File: src/rtl/arbw_pkg.sv
// Shared types and constants for the alpha recovery block.
`timescale 1ns / 1ps

package arbw_pkg;

	localparam int unsigned PIX_W = 32;
	localparam int unsigned CHAN_W = 8;
	localparam int unsigned RATIO_W = 16;
	localparam int unsigned LANES = 3;

	localparam int unsigned QDEPTH = 4;
	localparam int unsigned QPTR_W = $clog2(QDEPTH);
	localparam int unsigned QCNT_W = $clog2(QDEPTH + 1);

	localparam int unsigned DIV_STEPS = RATIO_W;
	localparam int unsigned CNT_W = $clog2(DIV_STEPS);

	localparam logic [CHAN_W-1:0] ALPHA_ONE = 8'hFF;
	localparam logic [PIX_W-1:0] EMPTY_FIRST = {ALPHA_ONE, 24'h000000};

	typedef struct packed {
		logic [PIX_W-1:0] pixel;
		logic summary;
		logic uni_alpha;
		logic uni_color;
		logic [PIX_W-1:0] first;
	} entry_t;

	typedef enum logic [2:0] {
		ST_IDLE = 3'b001,
		ST_DIV  = 3'b010,
		ST_FIN  = 3'b100
	} back_state_t;

endpackage

File: src/rtl/arbw_front.sv
// Front end: recovers alpha, tracks the frame and classifies each item.
`timescale 1ns / 1ps

module arbw_front (
	input  logic clk,
	input  logic arst_n,
	input  logic accept,
	input  logic [arbw_pkg::PIX_W-1:0] black_pixel,
	input  logic [arbw_pkg::PIX_W-1:0] white_pixel,
	input  logic last_pixel,
	input  logic empty_frame,
	output arbw_pkg::entry_t entry
);

	logic [arbw_pkg::PIX_W-1:0] first_q;
	logic [arbw_pkg::PIX_W-1:0] delta_q;
	logic in_frame_q;

	logic [arbw_pkg::CHAN_W-1:0] alpha;
	logic [arbw_pkg::PIX_W-1:0] pix;
	logic [arbw_pkg::PIX_W-1:0] first_sel;
	logic [arbw_pkg::PIX_W-1:0] delta_new;
	logic uni_alpha;

	always_comb begin
		alpha = arbw_pkg::ALPHA_ONE - white_pixel[15:8] + black_pixel[15:8];
		pix = {alpha, black_pixel[23:0]};
		first_sel = in_frame_q ? first_q : pix;
		delta_new = (in_frame_q ? delta_q : '0) | (first_sel ^ pix);
		uni_alpha = (delta_new[31:24] == '0);

		entry = '0;
		if (empty_frame) begin
			entry.summary = 1'b1;
			entry.uni_alpha = 1'b1;
			entry.uni_color = 1'b1;
			entry.first = arbw_pkg::EMPTY_FIRST;
		end else begin
			entry.pixel = pix;
			if (last_pixel) begin
				entry.summary = 1'b1;
				entry.uni_alpha = uni_alpha;
				entry.uni_color = uni_alpha && (delta_new[23:0] == '0);
				entry.first = first_sel;
			end
		end
	end

	always_ff @(posedge clk or negedge arst_n) begin
		if (!arst_n) begin
			first_q <= '0;
			delta_q <= '0;
			in_frame_q <= 1'b0;
		end else if (accept) begin
			if (empty_frame) begin
				first_q <= '0;
				delta_q <= '0;
				in_frame_q <= 1'b0;
			end else if (last_pixel) begin
				first_q <= first_sel;
				delta_q <= '0;
				in_frame_q <= 1'b0;
			end else begin
				first_q <= first_sel;
				delta_q <= delta_new;
				in_frame_q <= 1'b1;
			end
		end
	end

endmodule

File: src/rtl/arbw_queue.sv
// Short queue of classified items between the front and back ends.
`timescale 1ns / 1ps

module arbw_queue (
	input  logic clk,
	input  logic arst_n,
	input  logic push,
	input  arbw_pkg::entry_t push_entry,
	input  logic pop,
	output arbw_pkg::entry_t head,
	output logic full,
	output logic empty
);

	arbw_pkg::entry_t store_q [arbw_pkg::QDEPTH];
	logic [arbw_pkg::QPTR_W-1:0] wr_ptr_q;
	logic [arbw_pkg::QPTR_W-1:0] rd_ptr_q;
	logic [arbw_pkg::QCNT_W-1:0] count_q;

	assign full = (count_q == arbw_pkg::QCNT_W'(arbw_pkg::QDEPTH));
	assign empty = (count_q == '0);
	assign head = store_q[rd_ptr_q];

	always_ff @(posedge clk) begin
		if (push) begin
			store_q[wr_ptr_q] <= push_entry;
		end
	end

	always_ff @(posedge clk or negedge arst_n) begin
		if (!arst_n) begin
			wr_ptr_q <= '0;
			rd_ptr_q <= '0;
			count_q <= '0;
		end else begin
			if (push) begin
				wr_ptr_q <= wr_ptr_q + 1'b1;
			end
			if (pop) begin
				rd_ptr_q <= rd_ptr_q + 1'b1;
			end
			if (push && !pop) begin
				count_q <= count_q + 1'b1;
			end else if (pop && !push) begin
				count_q <= count_q - 1'b1;
			end
		end
	end

	a_no_overflow: assert property (@(posedge clk) disable iff (!arst_n)
		push |-> (!full || pop)) else $error("Queue written while full.");
	a_no_underflow: assert property (@(posedge clk) disable iff (!arst_n)
		pop |-> !empty) else $error("Queue read while empty.");
	a_count_range: assert property (@(posedge clk) disable iff (!arst_n)
		count_q <= arbw_pkg::QCNT_W'(arbw_pkg::QDEPTH)) else $error("Queue count out of range.");

endmodule

File: src/rtl/arbw_back.sv
// Back end: divides the summary channels by alpha and holds the result item.
`timescale 1ns / 1ps

module arbw_back (
	input  logic clk,
	input  logic arst_n,
	input  arbw_pkg::entry_t head,
	input  logic q_empty,
	output logic pop,
	output logic out_valid,
	input  logic out_ready,
	output logic [arbw_pkg::PIX_W-1:0] out_pixel,
	output logic summary_valid,
	output logic uniform_alpha,
	output logic uniform_color,
	output logic [arbw_pkg::CHAN_W-1:0] alpha_code,
	output logic [arbw_pkg::RATIO_W-1:0] chan_low_ratio,
	output logic [arbw_pkg::RATIO_W-1:0] chan_mid_ratio,
	output logic [arbw_pkg::RATIO_W-1:0] chan_high_ratio
);

	arbw_pkg::back_state_t state_q;
	logic [arbw_pkg::CNT_W-1:0] cnt_q;
	logic [arbw_pkg::CHAN_W-1:0] rem_q [arbw_pkg::LANES];
	logic [arbw_pkg::RATIO_W-1:0] dq_q [arbw_pkg::LANES];
	logic out_valid_q;

	logic [arbw_pkg::CHAN_W-1:0] rem_nxt [arbw_pkg::LANES];
	logic [arbw_pkg::RATIO_W-1:0] dq_nxt [arbw_pkg::LANES];
	logic [arbw_pkg::CHAN_W:0] trial;
	logic [arbw_pkg::CHAN_W-1:0] divisor;
	logic out_free;
	logic need_div;
	logic load_plain;
	logic load_ratio;
	logic last_step;

	assign divisor = head.first[31:24];
	assign out_free = !out_valid_q || out_ready;
	assign need_div = head.summary && (divisor != '0);
	assign load_plain = (state_q == arbw_pkg::ST_IDLE) && !q_empty && !need_div && out_free;
	assign load_ratio = (state_q == arbw_pkg::ST_FIN) && out_free;
	assign pop = load_plain || load_ratio;
	assign last_step = (cnt_q == arbw_pkg::CNT_W'(arbw_pkg::DIV_STEPS - 1));
	assign out_valid = out_valid_q;

	// One restoring division step per lane and cycle.
	always_comb begin
		for (int i = 0; i < arbw_pkg::LANES; i++) begin
			trial = {rem_q[i], dq_q[i][arbw_pkg::RATIO_W-1]};
			if (trial >= {1'b0, divisor}) begin
				rem_nxt[i] = arbw_pkg::CHAN_W'(trial - {1'b0, divisor});
				dq_nxt[i] = {dq_q[i][arbw_pkg::RATIO_W-2:0], 1'b1};
			end else begin
				rem_nxt[i] = trial[arbw_pkg::CHAN_W-1:0];
				dq_nxt[i] = {dq_q[i][arbw_pkg::RATIO_W-2:0], 1'b0};
			end
		end
	end

	always_ff @(posedge clk or negedge arst_n) begin
		if (!arst_n) begin
			state_q <= arbw_pkg::ST_IDLE;
			cnt_q <= '0;
		end else begin
			case (state_q)
				arbw_pkg::ST_IDLE: begin
					if (!q_empty && need_div) begin
						state_q <= arbw_pkg::ST_DIV;
						cnt_q <= '0;
					end
				end
				arbw_pkg::ST_DIV: begin
					cnt_q <= cnt_q + 1'b1;
					if (last_step) begin
						state_q <= arbw_pkg::ST_FIN;
					end
				end
				arbw_pkg::ST_FIN: begin
					if (out_free) begin
						state_q <= arbw_pkg::ST_IDLE;
					end
				end
				default: begin
					state_q <= arbw_pkg::ST_IDLE;
				end
			endcase
		end
	end

	always_ff @(posedge clk) begin
		if (state_q == arbw_pkg::ST_IDLE) begin
			for (int i = 0; i < arbw_pkg::LANES; i++) begin
				rem_q[i] <= '0;
				dq_q[i] <= {head.first[i*arbw_pkg::CHAN_W +: arbw_pkg::CHAN_W],
					arbw_pkg::CHAN_W'(0)};
			end
		end else if (state_q == arbw_pkg::ST_DIV) begin
			for (int i = 0; i < arbw_pkg::LANES; i++) begin
				rem_q[i] <= rem_nxt[i];
				dq_q[i] <= dq_nxt[i];
			end
		end
	end

	always_ff @(posedge clk or negedge arst_n) begin
		if (!arst_n) begin
			out_valid_q <= 1'b0;
		end else if (pop) begin
			out_valid_q <= 1'b1;
		end else if (out_ready) begin
			out_valid_q <= 1'b0;
		end
	end

	always_ff @(posedge clk) begin
		if (pop) begin
			out_pixel <= head.pixel;
			summary_valid <= head.summary;
			uniform_alpha <= head.uni_alpha;
			uniform_color <= head.uni_color;
			alpha_code <= divisor;
			chan_low_ratio <= load_ratio ? dq_q[0] : '0;
			chan_mid_ratio <= load_ratio ? dq_q[1] : '0;
			chan_high_ratio <= load_ratio ? dq_q[2] : '0;
		end
	end

	a_fin_has_head: assert property (@(posedge clk) disable iff (!arst_n)
		(state_q != arbw_pkg::ST_IDLE) |-> (!q_empty && need_div))
		else $error("Division running without a summary item at the queue head.");
	a_div_ends: assert property (@(posedge clk) disable iff (!arst_n)
		(state_q == arbw_pkg::ST_DIV && last_step) |=> (state_q == arbw_pkg::ST_FIN))
		else $error("Division did not finish after its last step.");
	a_pop_free: assert property (@(posedge clk) disable iff (!arst_n)
		pop |-> out_free) else $error("Output register overwritten while held.");

endmodule

File: src/rtl/alpha_recovery_black_white.sv
// Top level of the alpha recovery block for black and white renders.
// An accepted item is written into the queue and loaded into the output register when the
// back end pops it; the result item is held there until m_tready takes it.
// Throughput: one pixel item per cycle while the queue has room; a summary item with a nonzero
// alpha code (empty frames included) holds the back end while the 16-step divider runs.
// Reset (arst_n low) empties the queue, drops the output item and closes any open frame.
`timescale 1ns / 1ps

module alpha_recovery_black_white (
	input  logic clk,
	input  logic arst_n,
	input  logic s_tvalid,
	output logic s_tready,
	input  logic [63:0] s_tdata,	// black_pixel, white_pixel
	input  logic s_tlast,
	input  logic s_tuser,	// empty_frame
	output logic m_tvalid,
	input  logic m_tready,
	// out_pixel, uniform_alpha, uniform_color, alpha_code, chan_low_ratio,
	// chan_mid_ratio, chan_high_ratio, zero fill
	output logic [95:0] m_tdata,
	output logic m_tuser	// summary_valid
);

	arbw_pkg::entry_t push_entry;
	arbw_pkg::entry_t head;
	logic q_full;
	logic q_empty;
	logic q_pop;
	logic accept;

	logic [arbw_pkg::PIX_W-1:0] out_pixel;
	logic uniform_alpha;
	logic uniform_color;
	logic [arbw_pkg::CHAN_W-1:0] alpha_code;
	logic [arbw_pkg::RATIO_W-1:0] chan_low_ratio;
	logic [arbw_pkg::RATIO_W-1:0] chan_mid_ratio;
	logic [arbw_pkg::RATIO_W-1:0] chan_high_ratio;

	assign s_tready = !q_full;
	assign accept = s_tvalid && s_tready;

	arbw_front u_front (
		.clk(clk),
		.arst_n(arst_n),
		.accept(accept),
		.black_pixel(s_tdata[31:0]),
		.white_pixel(s_tdata[63:32]),
		.last_pixel(s_tlast),
		.empty_frame(s_tuser),
		.entry(push_entry)
	);

	arbw_queue u_queue (
		.clk(clk),
		.arst_n(arst_n),
		.push(accept),
		.push_entry(push_entry),
		.pop(q_pop),
		.head(head),
		.full(q_full),
		.empty(q_empty)
	);

	arbw_back u_back (
		.clk(clk),
		.arst_n(arst_n),
		.head(head),
		.q_empty(q_empty),
		.pop(q_pop),
		.out_valid(m_tvalid),
		.out_ready(m_tready),
		.out_pixel(out_pixel),
		.summary_valid(m_tuser),
		.uniform_alpha(uniform_alpha),
		.uniform_color(uniform_color),
		.alpha_code(alpha_code),
		.chan_low_ratio(chan_low_ratio),
		.chan_mid_ratio(chan_mid_ratio),
		.chan_high_ratio(chan_high_ratio)
	);

	assign m_tdata = {6'b000000, chan_high_ratio, chan_mid_ratio, chan_low_ratio,
		alpha_code, uniform_color, uniform_alpha, out_pixel};

endmodule
File: config.mk
export PLATFORM = sky130hd
export DESIGN_NAME = alpha_recovery_black_white
export DESIGN_NICKNAME = d
export VERILOG_FILES = /design/src/rtl/arbw_pkg.sv /design/src/rtl/arbw_front.sv /design/src/rtl/arbw_queue.sv /design/src/rtl/arbw_back.sv /design/src/rtl/alpha_recovery_black_white.sv
export SDC_FILE = /design/constraint.sdc
export NUM_CORES = 1
export LEC_CHECK = 0
export BUFFER_PORTS_ARGS = -buffer_cell sky130_fd_sc_hd__buf_2
export CELL_PAD_IN_SITES_DETAIL_PLACEMENT = 0
export CELL_PAD_IN_SITES_GLOBAL_PLACEMENT = 1
export CORE_ASPECT_RATIO = 1.2
export CORE_MARGIN = 1
export CORE_UTILIZATION = 55
export CTS_CLUSTER_SIZE = 20
export DETAILED_ROUTE_END_ITERATION = 12
export GPL_TIMING_DRIVEN = 0
export PLACE_DENSITY = 0.83
export SYNTH_ARGS = -nofsm -noshare
export SYNTH_HDL_FRONTEND = slang
export SYNTH_SLANG_ARGS = --single-unit
File: constraint.sdc
create_clock -name clk -period 10.3 [get_ports clk]
set_input_delay 1.03 -clock clk [delete_from_list [all_inputs] [get_ports clk]]
set_output_delay 1.03 -clock clk [all_outputs]
set_load 0.02 [all_outputs]
Word-level counts from Yosys, hierarchy flattened
Memory sizes are Yosys's and may differ from the RTL's.
Cells that the tools add are included.
- bits in writable memories: 340
- bits of input ports: 70
- flip-flop bits (word level): 171
- word-level logic and storage cells: 115
- memories: 3
- output and inout bits: 99
- reduce and logical (&&, ||, !) cells: 27
- multiplexer cells: 39
- equal/unequal tests: 8
- add/subtract/negate cells: 10
- $lt $le $gt $ge: 3
- bitwise operators: 8
- memory list (name ; words ; bits a word ; rd ports ; clocked after Yosys merged registers in ; wr ports ; RTL line ; text):
    u_queue.store_q ; 4 ; 67 ; 1 ; 0 ; 1 ; arbw_queue.sv:15 ; arbw_pkg::entry_t store_q [arbw_pkg::QDEPTH];
    u_back.dq_q ; 3 ; 16 ; 3 ; 0 ; 3 ; arbw_back.sv:25 ; logic [arbw_pkg::RATIO_W-1:0] dq_q [arbw_pkg::LANES];
    u_back.rem_q ; 3 ; 8 ; 3 ; 0 ; 3 ; arbw_back.sv:24 ; logic [arbw_pkg::CHAN_W-1:0] rem_q [arbw_pkg::LANES];
- operators by type and width (cell ; count):
    $mux 32 ; 6
    $mux 35 ; 2
    $mux 16 ; 3
    $mux 8 ; 6
    $or 32x32->32 ; 1
    $xor 32x32->32 ; 1
    $ge 9x8->1 ; 3
    $logic_not 24->1 ; 1
    $sub 8x8->8 ; 3
    $mux 3 ; 5
    $mux 1 ; 14
    $logic_and 1x1->1 ; 10
    $pmux 3 s3 ; 1
    $add 8x8->8 ; 1
    $logic_not 8->1 ; 1
    $pmux 4 s2 ; 1
    $reduce_bool 8->1 ; 1
    $sub 8x8->8 const A ; 1
    $eq 3x3->1 const B ; 2
    $logic_not 1->1 ; 6
    $or 1x1->1 ; 6
    $reduce_bool 2->1 ; 3
    $add 2x1->2 const B ; 2
    $add 4x1->4 const B ; 1
    other kinds (12) ; 14

Depth between registers and ports, before layout
Gate-level depths: netlist of run 1.
An unclocked memory read counts as a cell.
- word-level depth: 10
- mapped depth: 13
- mapped depth without buffers: 11

By module
From an unflattened synthesis of run 1, not the netlist that was laid out.
- cell total of the unflattened synthesis: 1458
- area total of the unflattened synthesis: 21923.5 um^2
- by module, submodules not included (module ; times used ; cells each ; area an instance (um^2)):
    arbw_queue ; 1 ; 385 ; 10069.7
    arbw_back ; 1 ; 556 ; 7499.7
    arbw_front ; 1 ; 506 ; 4280.4
    alpha_recovery_black_white ; 1 ; 11 ; 73.8

Worst setup path after synthesis of run 1
OpenSTA, ideal clock, no wires.
- path type: reg-to-reg
- start point: register u_back.state_q[0]
- end point: memory u_back.dq_q[0][0] (netlist name) (enable)
- path slack: 5924 ps
- stages on the path, launching flop included: 4
- library setup time: 502 ps
- path buffers: 1
- required time: 9798 ps
- arrival: 3873 ps
- clock period less this slack: 4376 ps
- cells stage by stage: dfstp_2 > clkbuf_1 > xnor2_1 > nor2_1
- RTL lines (item ; RTL line ; text):
    start: declaration ; arbw_back.sv:22 ; arbw_pkg::back_state_t state_q;
    start signal: assignment ; arbw_back.sv:63 ; state_q <= arbw_pkg::ST_IDLE;
    start signal: assignment ; arbw_back.sv:69 ; state_q <= arbw_pkg::ST_DIV;
    start signal: assignment ; arbw_back.sv:76 ; state_q <= arbw_pkg::ST_FIN;
    end: declaration ; arbw_back.sv:25 ;

==> results_dict.tcl, run 1 <==
set metrics [dict create \
    slew-limit-headroom_pct 26.1 \
    nets 1713 \
    synthCells 1407 \
    cp-start-kind "register" \
    outcome "finished clean" \
    cts_hold_buf 0 \
    combPwrFrac_pct 34.8 \
    synth_edf_count 431 \
    p_switching_mw 2.64 \
    fin_skew_ps 12.1 \
    synth_xor_area_share_pct 2.27 \
    place_congestion 0.891 \
    drive_gt1_share_pct 19.7 \
    synthSimpleGateAreaFrac_pct 8.96 \
    yosys_warnings 0 \
    switching_share_pct 33.8 \
    grt_use_met1_pct 30.3 \
    synthTopCellsByCount "edfxtp_1, nand2_1, dfrtp_1" \
    dp_hpwl_um 30800 \
    post_cts_buffers 0 \
    worstSkewPairLatency_ps 570 \
    min_period_over_period_pct 36.0 \
    overflow 0 \
    min_period_ps 3710 \
    drt-wirelength-per-cell_um 21.1 \
    worst_pin_slew_ps 1110 \
    yosysTopAreaCell "edfxtp_1" \
    final_core_util_pct 64.3 \
    dp.cells 2076 \
    cp_max_fo 10 \
    synth.most_common_cell "edfxtp_1" \
    synth_cell_type_count 67 \
    finalHoldViolCount 0 \
    critPathArrivalTime_ps 3990 \
    synth-compound-area-share_pct 5.99 \
    worstSetupEndpointType "register" \
    root_buffer "clkbuf_16" \
    dpl_cell_area_um2 23300 \
    synthTopCellsByArea "edfxtp_1, dfrtp_1, mux4_2" \
    drv_slew 0 \
    htreeDepth 2 \
    register_area_um2 14900 \
    start_util_pct 56.0 \
    gr-usage-met2_pct 39.6 \
    worstPathRequired_ps 10580 \
    p_seq_share_pct 41.6 \
    syn_area_per_cell_um2 15.5 \
    fp.dieH_um 220 \
    synth_fa_ha_area_share_pct 2.59 \
    rows 79 \
    synth-main-ff-cell "edfxtp_1" \
    path_buf_inv 2 \
    antenna_cells 0 \
    crit_type "register to register" \
    grt_pass1_vias 12400 \
    grt_antenna_before_repair 0 \
    clk_pin_slew_ps 70 \
    drtIter0Drc 947 \
    fmax_ghz 0.270 \
    p_leak_nw 9.31 \
    synth_top_family_by_area "multiplexers" \
    clock_power_share_pct 23.6 \
    hold_path.class "primary input to async pin" \
    dr.pass1.iters 7 \
    die-area_um2 40300 \
    ir_drop_v 0.000170 \
    pin_count 169 \
    gr-max-usage-layer "met2" \
    synthMuxAreaShare_pct 9.37 \
    rsz0062_at_grt "false" \
    viasPerCell 5.69 \
    fillerInstances 2795 \
    cts_tree "yes" \
    setup_slack_ps 6590 \
    crit_chain "clkbuf_1, mux4_2, inv_1, ha_1, o21a_1, o21ai_1, a21oi_1, o41ai_4, mux2i_1" \
    grt.total_usage_pct 23.3 \
    tns_ps 0 \
    grt_start_max_net_pins 71 \
    core_area_um2 38800 \
    multi_input_area_um2 6390 \
    setup_viol 0 \
    p_int_mw 5.16 \
    p_per_area_nw_per_um2 312 \
    critPathSlowestCell "o41ai_4" \
    cts_buffer_depth 3 \
    cts_buffers 49 \
    critical_path.top_delay_family "compound AO/OA/AOI/OAI gates" \
    die_w_um 184 \
    syn-cell-area_um2 21700 \
    yosys.area.top_type_share_pct 59.5 \
    drc 0 \
    final_area_um2 25000 \
    met3_usage_pct 3.87 \
    grt_pass1_wl_um 70200 \
    cts_sinks 511 \
    dp_slack_ps 6520 \
    wl_um 45800 \
    maxCapViolCount 0 \
    final_cells 2167 \
    synthArstFlopShare_pct 15.7 \
    critPathMaxStageDelay_ps 730 \
    port_buffers 130 \
    synth_seq_cells 511 \
    cts_resized 0 \
    num_vias 12300 \
    area_growth_pct 14.9 \
    ys_seq_area_share_pct 68.7 \
    antenna_left 0 \
]
## cell families after synthesis
logic type | after synthesis
DFF | 511
and+or+nand+nor | 392
AOI/OAI and AO/OA | 184
muxes | 119
buffers and inverters | 108
xor gates and xnor gates | 50
adders and majority gates | 42
other | 1
## layout make-up
| class | instances | share of cell area, % |
|---|---|---|
| multi-input cells | 793 | 25.6 |
| plain buffers | 71 | 1.25 |
| flip-flops and latches | 511 | 59.8 |
| repair buffers | 138 | 3.47 |
| clock buffers | 59 | 5.26 |
| clock inverters | 32 | 1.38 |
| inverters | 37 | 0.566 |
| well taps | 526 | 2.63 |
## power by group through the flow
stage	sequential, mW	combinational [mW]	clock [mW]
after detailed placement	3.28	2.73	0
after CTS	3.25	2.75	1.87
after global placement	3.33	2.58	0
after global routing	3.30	2.96	1.95
after floorplan	3.42	1.74	0
final	3.24	2.71	1.84
## sequential cells by signal, indices dropped and copies added (netlist names)
register                flops
u_queue.wr_ptr_q            2
u_front.first_q            32
u_back.rem_q               24
u_back.summary_valid        1
u_back.chan_high_ratio     16
u_back.chan_mid_ratio      16
u_back.state_q              3
u_front.in_frame_q          1
u_back.chan_low_ratio      16
u_back.out_valid            1
u_back.cnt_q                4
u_queue.store_q           268
u_queue.count_q             3
u_front.delta_q            32
u_back.uniform_color        1
u_back.alpha_code           8
u_queue.rd_ptr_q            2
u_back.out_pixel           32
u_back.uniform_alpha        1
u_back.dq_q                48
## stage by stage
stage,hold slack [ps],power (mW)
CTS,322,7.87
detailed placement,478,6.01
global placement,473,5.91
floorplan,456,5.17
global route,327,8.21
finish,334,7.80
## path summary, 6_finish.rpt
path | startpoint | endpoint | slack (ps) | cells past startpoint
min reg2reg | u_front.delta_q[18] | u_front.delta_q[18] | 490 | 1
max reg2reg | u_queue.rd_ptr_q[1] | u_back.rem_q[0][14] | 6590 | 9
min | arst_n | u_front.first_q[7] | 330 | 1
max in group asynchronous | arst_n | u_back.state_q[0] | 9300 | 2
max | u_queue.rd_ptr_q[1] | u_back.rem_q[0][14] | 6590 | 9
min in group clk | u_front.delta_q[18] | u_front.delta_q[18] | 490 | 1
## metal layers
layer  share of wire [%]  vias to the layer above
met1                  41                     6174
met4                 3.2                        0
met3                 5.4                       82
met5                   0                        -
li1                    -                     5695
met2                  50                      376
## placed cells by master, fill, tap and decap left out, types with 7 or more instances in the layout
cell | netlist | layout
mux2i_1 | 46 | 46
and2_1 | 66 | 66
o21ai_1 | 13 | 13
buf_4 | 9 | 10
nand3b_1 | 7 | 7
a22oi_1 | 24 | 24
buf_1 | 10 | 10
bufinv_16 | 0 | 7
xnor2_1 | 36 | 36
nor2b_1 | 37 | 37
clkinv_2 | 0 | 11
nand2_1 | 144 | 144
o21ai_0 | 53 | 53
buf_2 | 4 | 133
edfxtp_1 | 431 | 431
xor2_1 | 10 | 10
nor2_1 | 61 | 60
clkbuf_16 | 0 | 50
o2bb2ai_1 | 25 | 25
a22o_1 | 7 | 7
nor3_1 | 12 | 12
a21oi_1 | 18 | 18
buf_16 | 0 | 7
clkbuf_1 | 47 | 53
ha_1 | 37 | 37
nor4_1 | 12 | 12
mux4_2 | 67 | 67
or3_1 | 9 | 9
nand3_1 | 8 | 8
dfrtp_1 | 79 | 79
clkinv_1 | 0 | 9
a21o_1 | 14 | 14
nand4_1 | 13 | 13
inv_1 | 35 | 35
Note: power is estimated with default switching activity, not from simulation.
==> inputs of run 2 (changes only) <==
--- a/config.mk
+++ b/config.mk
@@ -5,16 +5,17 @@
 export SDC_FILE = /design/constraint.sdc
 export NUM_CORES = 1
 export LEC_CHECK = 0
+export ABC_AREA = 1
 export BUFFER_PORTS_ARGS = -buffer_cell sky130_fd_sc_hd__buf_2
 export CELL_PAD_IN_SITES_DETAIL_PLACEMENT = 0
 export CELL_PAD_IN_SITES_GLOBAL_PLACEMENT = 1
 export CORE_ASPECT_RATIO = 1.2
 export CORE_MARGIN = 1
-export CORE_UTILIZATION = 55
+export CORE_UTILIZATION = 44
 export CTS_CLUSTER_SIZE = 20
 export DETAILED_ROUTE_END_ITERATION = 12
 export GPL_TIMING_DRIVEN = 0
-export PLACE_DENSITY = 0.83
+export PLACE_DENSITY = 0.74
 export SYNTH_ARGS = -nofsm -noshare
 export SYNTH_HDL_FRONTEND = slang
 export SYNTH_SLANG_ARGS = --single-unit
==> constraint.sdc (replaced) <==
create_clock -name clk -period 3 [get_ports clk]
set_input_delay 0.3 -clock clk [delete_from_list [all_inputs] [get_ports clk]]
set_output_delay 0.3 -clock clk [all_outputs]
set_load 0.02 [all_outputs]
==> run 2 against run 1 <==
  * Hold slack worse by 200 ps
  * Via count rose by 20%
  * Utilization down 12 points
  * Largest cell class unchanged
==> results_dict.tcl, run 2 <==
set metrics [dict create \
    synthTopCellsByArea "edfxtp_1, dfrtp_1, o21ai_0" \
    synth_seq_cells 511 \
    crit_chain "buf_6, buf_6, a21oi_1, o21ai_1, nand2_2, nand2_1, nor3_2, nand2_2, nand2_1, nand2_4, nand2_8, inv_4, ha_1, inv_1, fa_1, mux2_2" \
    rows 89 \
    synth.most_common_cell "edfxtp_1" \
    wl_um 54500 \
    syn_area_per_cell_um2 11.4 \
    combPwrFrac_pct 37.1 \
    synth-main-ff-cell "edfxtp_1" \
    fin_skew_ps 27.5 \
    start_util_pct 44.5 \
    synth_cell_type_count 39 \
    yosys_warnings 0 \
    path_buf_inv 4 \
    p_switching_mw 10.7 \
    rsz0062_at_grt "true" \
    worstSkewPairLatency_ps 610 \
    yosysTopAreaCell "edfxtp_1" \
    drt-wirelength-per-cell_um 19.4 \
    fp.dieH_um 246 \
    switching_share_pct 38.2 \
    place_congestion 0.834 \
    root_buffer "clkbuf_16" \
    final_cell_mix "edfxtp_1, nor2_1, o21ai_0" \
    grt_start_max_net_pins 65 \
    die-area_um2 50500 \
    drv_slew 0 \
    cts_buffer_depth 3 \
    p_int_mw 17.3 \
    critPathMaxStageDelay_ps 420 \
    synth_edf_count 431 \
    synth-compound-area-share_pct 11.1 \
    hold_path.class "primary input to register" \
    synthTopCellsByCount "edfxtp_1, nor2_1, o21ai_0" \
    p_leak_nw 9.99 \
    dr.pass1.iters 5 \
    synthCells 1919 \
    critPathSlowestCell "fa_1" \
    ys_seq_area_share_pct 68.5 \
    yosys.area.top_type_share_pct 59.3 \
    clock_power_share_pct 22.7 \
    grt_pass1_vias 14500 \
    setup_viol 0 \
    critical_path.top_delay_family "simple AND/OR/NAND/NOR gates" \
    core_area_um2 49100 \
    syn-cell-area_um2 21800 \
    synth_xor_area_share_pct 1.60 \
    synth_fa_ha_area_share_pct 2.58 \
    grt_antenna_before_repair 0 \
    layout_commonest_cell "edfxtp_1" \
    synthArstFlopShare_pct 15.7 \
    cts_sinks 511 \
    maxCapViolCount 0 \
    worstPathRequired_ps 3470 \
    finalHoldViolCount 0 \
    grt.total_usage_pct 22.1 \
    synthMuxAreaShare_pct 0.0516 \
    dp_hpwl_um 37600 \
    cp-start-kind "register" \
    drtIter0Drc 1173 \
    viasPerCell 5.28 \
    overflow 0 \
    worst_pin_slew_ps 894 \
    cts_buffers 50 \
    cp_max_fo 10 \
    ir_drop_v 0.000620 \
    largest_register "u_queue.store_q" \
    drc 0 \
    slew-limit-headroom_pct 39.9 \
    clk_pin_slew_ps 70 \
    synth_top_family_by_area "compound AO/OA/AOI/OAI gates" \
    die_w_um 205 \
    largestRegisters "u_queue.store_q x268, u_back.dq_q x48" \
    hold_ws_ps 131 \
    worstSetupEndpointType "register" \
    num_vias 14800 \
    fillerInstances 4269 \
    p_per_area_nw_per_um2 1100 \
    tns_ps 0 \
    antenna_cells 0 \
    nets 2245 \
    min_period_over_period_pct 94.2 \
    pin_count 169 \
    cts_tree "yes" \
    htreeDepth 2 \
    multi_input_area_um2 5920 \
    min_period_ps 2830 \
    critPathArrivalTime_ps 3300 \
    fmax_ghz 0.354 \
    drive_gt1_share_pct 14.3 \
    port_buffers 129 \
    largest_reg_flops 268 \
    register_area_um2 14900 \
    p_seq_share_pct 40.2 \
    antenna_left 0 \
    synthSimpleGateAreaFrac_pct 11.0 \
    area_growth_pct 16.9 \
    grt_pass1_wl_um 83700 \
    crit_type "register to register" \
    outcome "finished clean" \
]
[run 2: changes by cell type in the layout (fill, tap and decap cells not counted), moves of 25 or more]
cell | previous run | this run
xnor2_1 | 36 | 9
o21ai_0 | 53 | 282
nand2_1 | 144 | 197
nor2_1 | 60 | 289
mux2i_1 | 46 | 0
a21oi_1 | 18 | 83
nor2b_1 | 37 | 0
and2_1 | 66 | 0
nand3_1 | 8 | 57
o22ai_1 | 1 | 68
o2bb2ai_1 | 25 | 0
mux4_2 | 67 | 0
inv_1 | 35 | 160
[run 2: metrics by stage]
| stage | cell area (um^2) | setup slack [ps] | power (mW) | cells | utilization, % |
|---|---|---|---|---|---|
| finish | 25500 | 173 | 28.0 | 2812 | 52.0 |
| global route | 25500 | -17.3 | 29.8 | 2812 | 52.0 |
| CTS | 25500 | 23.4 | 28.2 | 2810 | 51.9 |
| detailed placement | 23600 | -712 | 21.5 | 2702 | 48.1 |
| global placement | 23300 | -2250 | 21.1 | 2690 | 47.5 |
| floorplan | 21900 | -390 | 18.0 | 1924 | - |
[run 2: worst reg2reg max path: cells and delay by family (launching register included)]
family	cells	cell delay, ps
simple gates	7	840
fa+ha+maj	2	600
buf+inv	4	430
flops	1	370
mux	1	270
compound gates	2	200
[run 2: what timing repair did]
action,CTS,global route
pin swaps,5,4
hold endpoints to repair,56,0
gates resized for setup,11,11
setup endpoints to repair,147,12
setup buffers,6,3
hold buffers,2,0
gates cloned,6,0
[run 2: layer usage]
| layer | track usage, % | wire length, um | vias up | part of all wire [%] |
|---|---|---|---|---|
| met3 | 3.19 | 2830 | 87 | 5.2 |
| met5 | 0 | 0 | - | 0 |
| met2 | 37.5 | 27000 | 437 | 50 |
| met1 | 28.9 | 23000 | 7186 | 42 |
| met4 | 7.71 | 1690 | 0 | 3.1 |
| li1 | - | - | 7125 | - |
[run 2: worst paths after layout]
check	from	to	slack, ps	depth (start not counted)
worst min-delay path	s_tdata[19]	u_queue.store_q[1][54]	130	3
min in group asynchronous	arst_n	u_front.first_q[4]	160	2
max in group asynchronous	arst_n	u_front.first_q[28]	2160	3
worst min register to register	u_front.delta_q[14]	u_front.delta_q[14]	480	2
worst max register to register	u_queue.rd_ptr_q[0]	u_queue.count_q[1]	170	16
worst max-delay path	u_queue.rd_ptr_q[0]	u_queue.count_q[1]	170	16
[run 2: area by class of cell]
class / instances / area share [%]
plain buffers: 107 / 2.02
clock buffers: 64 / 5.39
clock inverters: 30 / 1.18
inverters: 166 / 2.45
multi-input cells: 1145 / 23.2
flip-flops and latches: 511 / 58.6
well taps: 637 / 3.12
repair buffers: 152 / 4.11
[run 2: power by group through the flow]
stage / Clock, mW / Combinational, mW / Sequential [mW]
floorplan: 0 / 6.04 / 11.9
global placement: 0 / 9.63 / 11.5
detailed placement: 0 / 10.1 / 11.4
CTS: 6.48 / 10.4 / 11.3
global route: 6.75 / 11.6 / 11.4
finish: 6.36 / 10.4 / 11.3
[run 2: kinds of logic after synthesis]
kind of cell / Yosys count
xor gates and xnor gates: 40
and+or+nand+nor: 595
AOI/OAI and AO/OA: 455
other: 1
adders and majority gates: 42
muxes: 1
DFF: 511
buffers and inverters: 274
==> inputs of run 3 (changes only) <==
--- a/config.mk
+++ b/config.mk
@@ -16,6 +16,8 @@
 export DETAILED_ROUTE_END_ITERATION = 12
 export GPL_TIMING_DRIVEN = 0
 export PLACE_DENSITY = 0.74
+export RECOVER_POWER = 50
 export SYNTH_ARGS = -nofsm -noshare
 export SYNTH_HDL_FRONTEND = slang
 export SYNTH_SLANG_ARGS = --single-unit
+export TNS_END_PERCENT = 10
==> constraint.sdc (replaced) <==
create_clock -name clk -period 3 [get_ports clk]
set_input_delay 0.3 -clock clk [delete_from_list [all_inputs] [get_ports clk]]
set_output_delay 0.3 -clock clk [all_outputs]
set_load 0.1 [all_outputs]
==> run 3 against run 2 <==
  * Maximum frequency fell by 1.1%
  * Count of clock-buffer cells in the layout increased by 2
  * Critical path type unchanged
  * Critical endpoint unchanged
  * Clock skew down 15 ps
  * Via count rose by 0.38%
  * Critical path depth rose by 1
  * Setup slack got worse by 32 ps
  * Largest cell class unchanged
  * Non-clock buffer count is 2 lower
  * Die area stayed put
  * Global-route usage barely moved
  * Cell area is 0.32% lower
  * Power increased by 11%
  * Routed wire length grew 1.5%
==> results_dict.tcl, run 3 (same netlist as run 2, synthesis figures left out) <==
set metrics [dict create \
    outcome "finished clean" \
    p_leak_nw 9.94 \
    core_area_um2 49100 \
    slew-limit-headroom_pct 17.9 \
    ir_drop_v 0.000617 \
    critPathArrivalTime_ps 3330 \
    pin_count 169 \
    hold_depth 3 \
    htreeDepth 2 \
    p_per_area_nw_per_um2 1230 \
    cp-start-kind "register" \
    tns_ps 0 \
    final_cells 2809 \
    antenna_left 0 \
    fmax_ghz 0.350 \
    layout_commonest_cell "edfxtp_1" \
    crit_path_frequent_cell "nand2_2" \
    grt_pass1_wl_um 83300 \
    rows 89 \
    min_period_over_period_pct 95.3 \
    dp.cells 2700 \
    worstSetupPathDepth 17 \
    grt_use_met1_pct 29.1 \
    num_vias 14900 \
    dr.pass1.iters 5 \
    nets 2244 \
    cp_max_fo 10 \
    drive_gt1_share_pct 14.5 \
    crit_type "register to register" \
    wl_um 55300 \
    path_buf_inv 6 \
    gr-usage-met2_pct 36.0 \
    grt_pass1_vias 14300 \
    fillerInstances 4329 \
    clk_pin_slew_ps 60 \
    maxCapViolCount 0 \
    worst_pin_slew_ps 1230 \
    drtIter0Drc 1229 \
    root_buffer "clkbuf_16" \
    gr-max-usage-layer "met2" \
    dp_hpwl_um 37700 \
    r2r_cells 17 \
    fin_skew_ps 12.3 \
    crit_chain "buf_6, inv_2, buf_6, nand2_2, nand3_2, nand2_2, inv_2, nor3_2, nand2_2, nand2_1, nand2_4, nand2_8, inv_8, ha_1, inv_1, fa_1, mux2_2" \
    largest_reg_flops 268 \
    area_growth_pct 16.6 \
    largestRegisters "u_queue.store_q x268, u_back.dq_q x48" \
    worstSetupEndpointType "register" \
    cts_buffers 50 \
    place_congestion 0.850 \
    cts_buffer_depth 3 \
    critical_path.top_delay_family "simple AND/OR/NAND/NOR gates" \
    final_cell_mix "edfxtp_1, nor2_1, o21ai_0" \
    critPathMaxStageDelay_ps 410 \
    overflow 0 \
    grt.total_usage_pct 22.1 \
    drt-wirelength-per-cell_um 19.7 \
    critPathSlowestCell "fa_1" \
    start_util_pct 44.5 \
    min_period_ps 2860 \
    rsz0062_at_grt "true" \
    grt_start_max_net_pins 68 \
    drv_slew 0 \
    worstPathRequired_ps 3470 \
    cts_sinks 511 \
    grt_antenna_before_repair 0 \
    hold_ws_ps 151 \
    antenna_cells 0 \
    viasPerCell 5.30 \
    setup_viol 0 \
    largest_register "u_queue.store_q" \
    worstSkewPairLatency_ps 590 \
    cts_tree "yes" \
    fp.dieH_um 246 \
    drc 0 \
    finalHoldViolCount 0 \
    met3_usage_pct 3.20 \
    die-area_um2 50500 \
    port_buffers 129 \
    die_w_um 205 \
    hold_path.class "primary input to register" \
]
[run 3: cell count changes in the layout (fill, tap and decap cells not counted), sizes merged]
cell      delta
inv          -4
buf          -3
clkbuf       +3
bufinv       +1
clkinvlp     -1
nor2         +1
[run 3: routing by layer]
metal	wire length, um	part of all wire [%]	vias up
met5	0	0	-
met4	2220	4.0	0
met3	3600	6.5	95
met2	26900	49	485
met1	22600	41	7178
li1	-	-	7134
[run 3: worst register-to-register path, delay by kind of cell, from the launching register on]
| family | cells | cell delay (ps) |
|---|---|---|
| fa+ha+maj | 2 | 590 |
| buf+inv | 6 | 570 |
| flops | 1 | 350 |
| mux | 1 | 260 |
| simple gates | 8 | 950 |
[run 3: report_power, final]
| group | total, mW | internal, mW | switching (mW) |
|---|---|---|---|
| clock network | 6.24 | 3.62 | 2.62 |
| logic | 13.7 | 3.20 | 10.5 |
| registers | 11.3 | 10.5 | 0.736 |
[run 3: cell type report]
class                           count  area [um^2]  area share [%]
Tap cell                          637          797            3.13
Timing Repair Buffer              150          955            3.75
Sequential cell                   511        14900            58.7
Inverter                          166          631            2.48
Multi-Input combinational cell   1146         5980            23.5
Buffer                            107          512            2.01
Clock buffer                       66         1360            5.35
Clock inverter                     26          260            1.02
[run 3: final timing paths]
| path | startpoint | end | slack (ps) |
|---|---|---|---|
| setup / recovery | u_queue.rd_ptr_q[0] | u_queue.count_q[1] | 140 |
| hold / removal | s_tdata[5] | u_queue.store_q[0][40] | 150 |
| setup reg to reg | u_queue.rd_ptr_q[0] | u_queue.count_q[1] | 140 |
| hold reg to reg | u_front.delta_q[12] | u_front.delta_q[12] | 480 |
| max in group asynchronous | arst_n | u_front.first_q[28] | 1540 |
| min in group asynchronous | arst_n | u_back.cnt_q[2] | 500 |
[run 3: per-stage QoR]
stage                     setup slack, ps  utilization, %  power, mW  cell area (um^2)
final                                 141            51.8       31.2             25400
after floorplan                      -155               -       21.1             21900
after detailed placement            -1220            48.0       24.6             23600
after global placement              -1530            47.5       24.1             23300
after CTS                           -50.3            51.6       31.1             25300
after global routing                -6.36            51.8       32.9             25400
[run 3: timing repair]
| action | CTS | global route |
|---|---|---|
| endpoints found under the hold margin | 81 | 0 |
| pin swaps | 5 | 6 |
| resized for setup | 13 | 22 |
| setup endpoints to repair | 155 | 51 |
| buffers inserted | 1 | 8 |
| gates cloned | 7 | 0 |
| hold buffers | 2 | 0 |
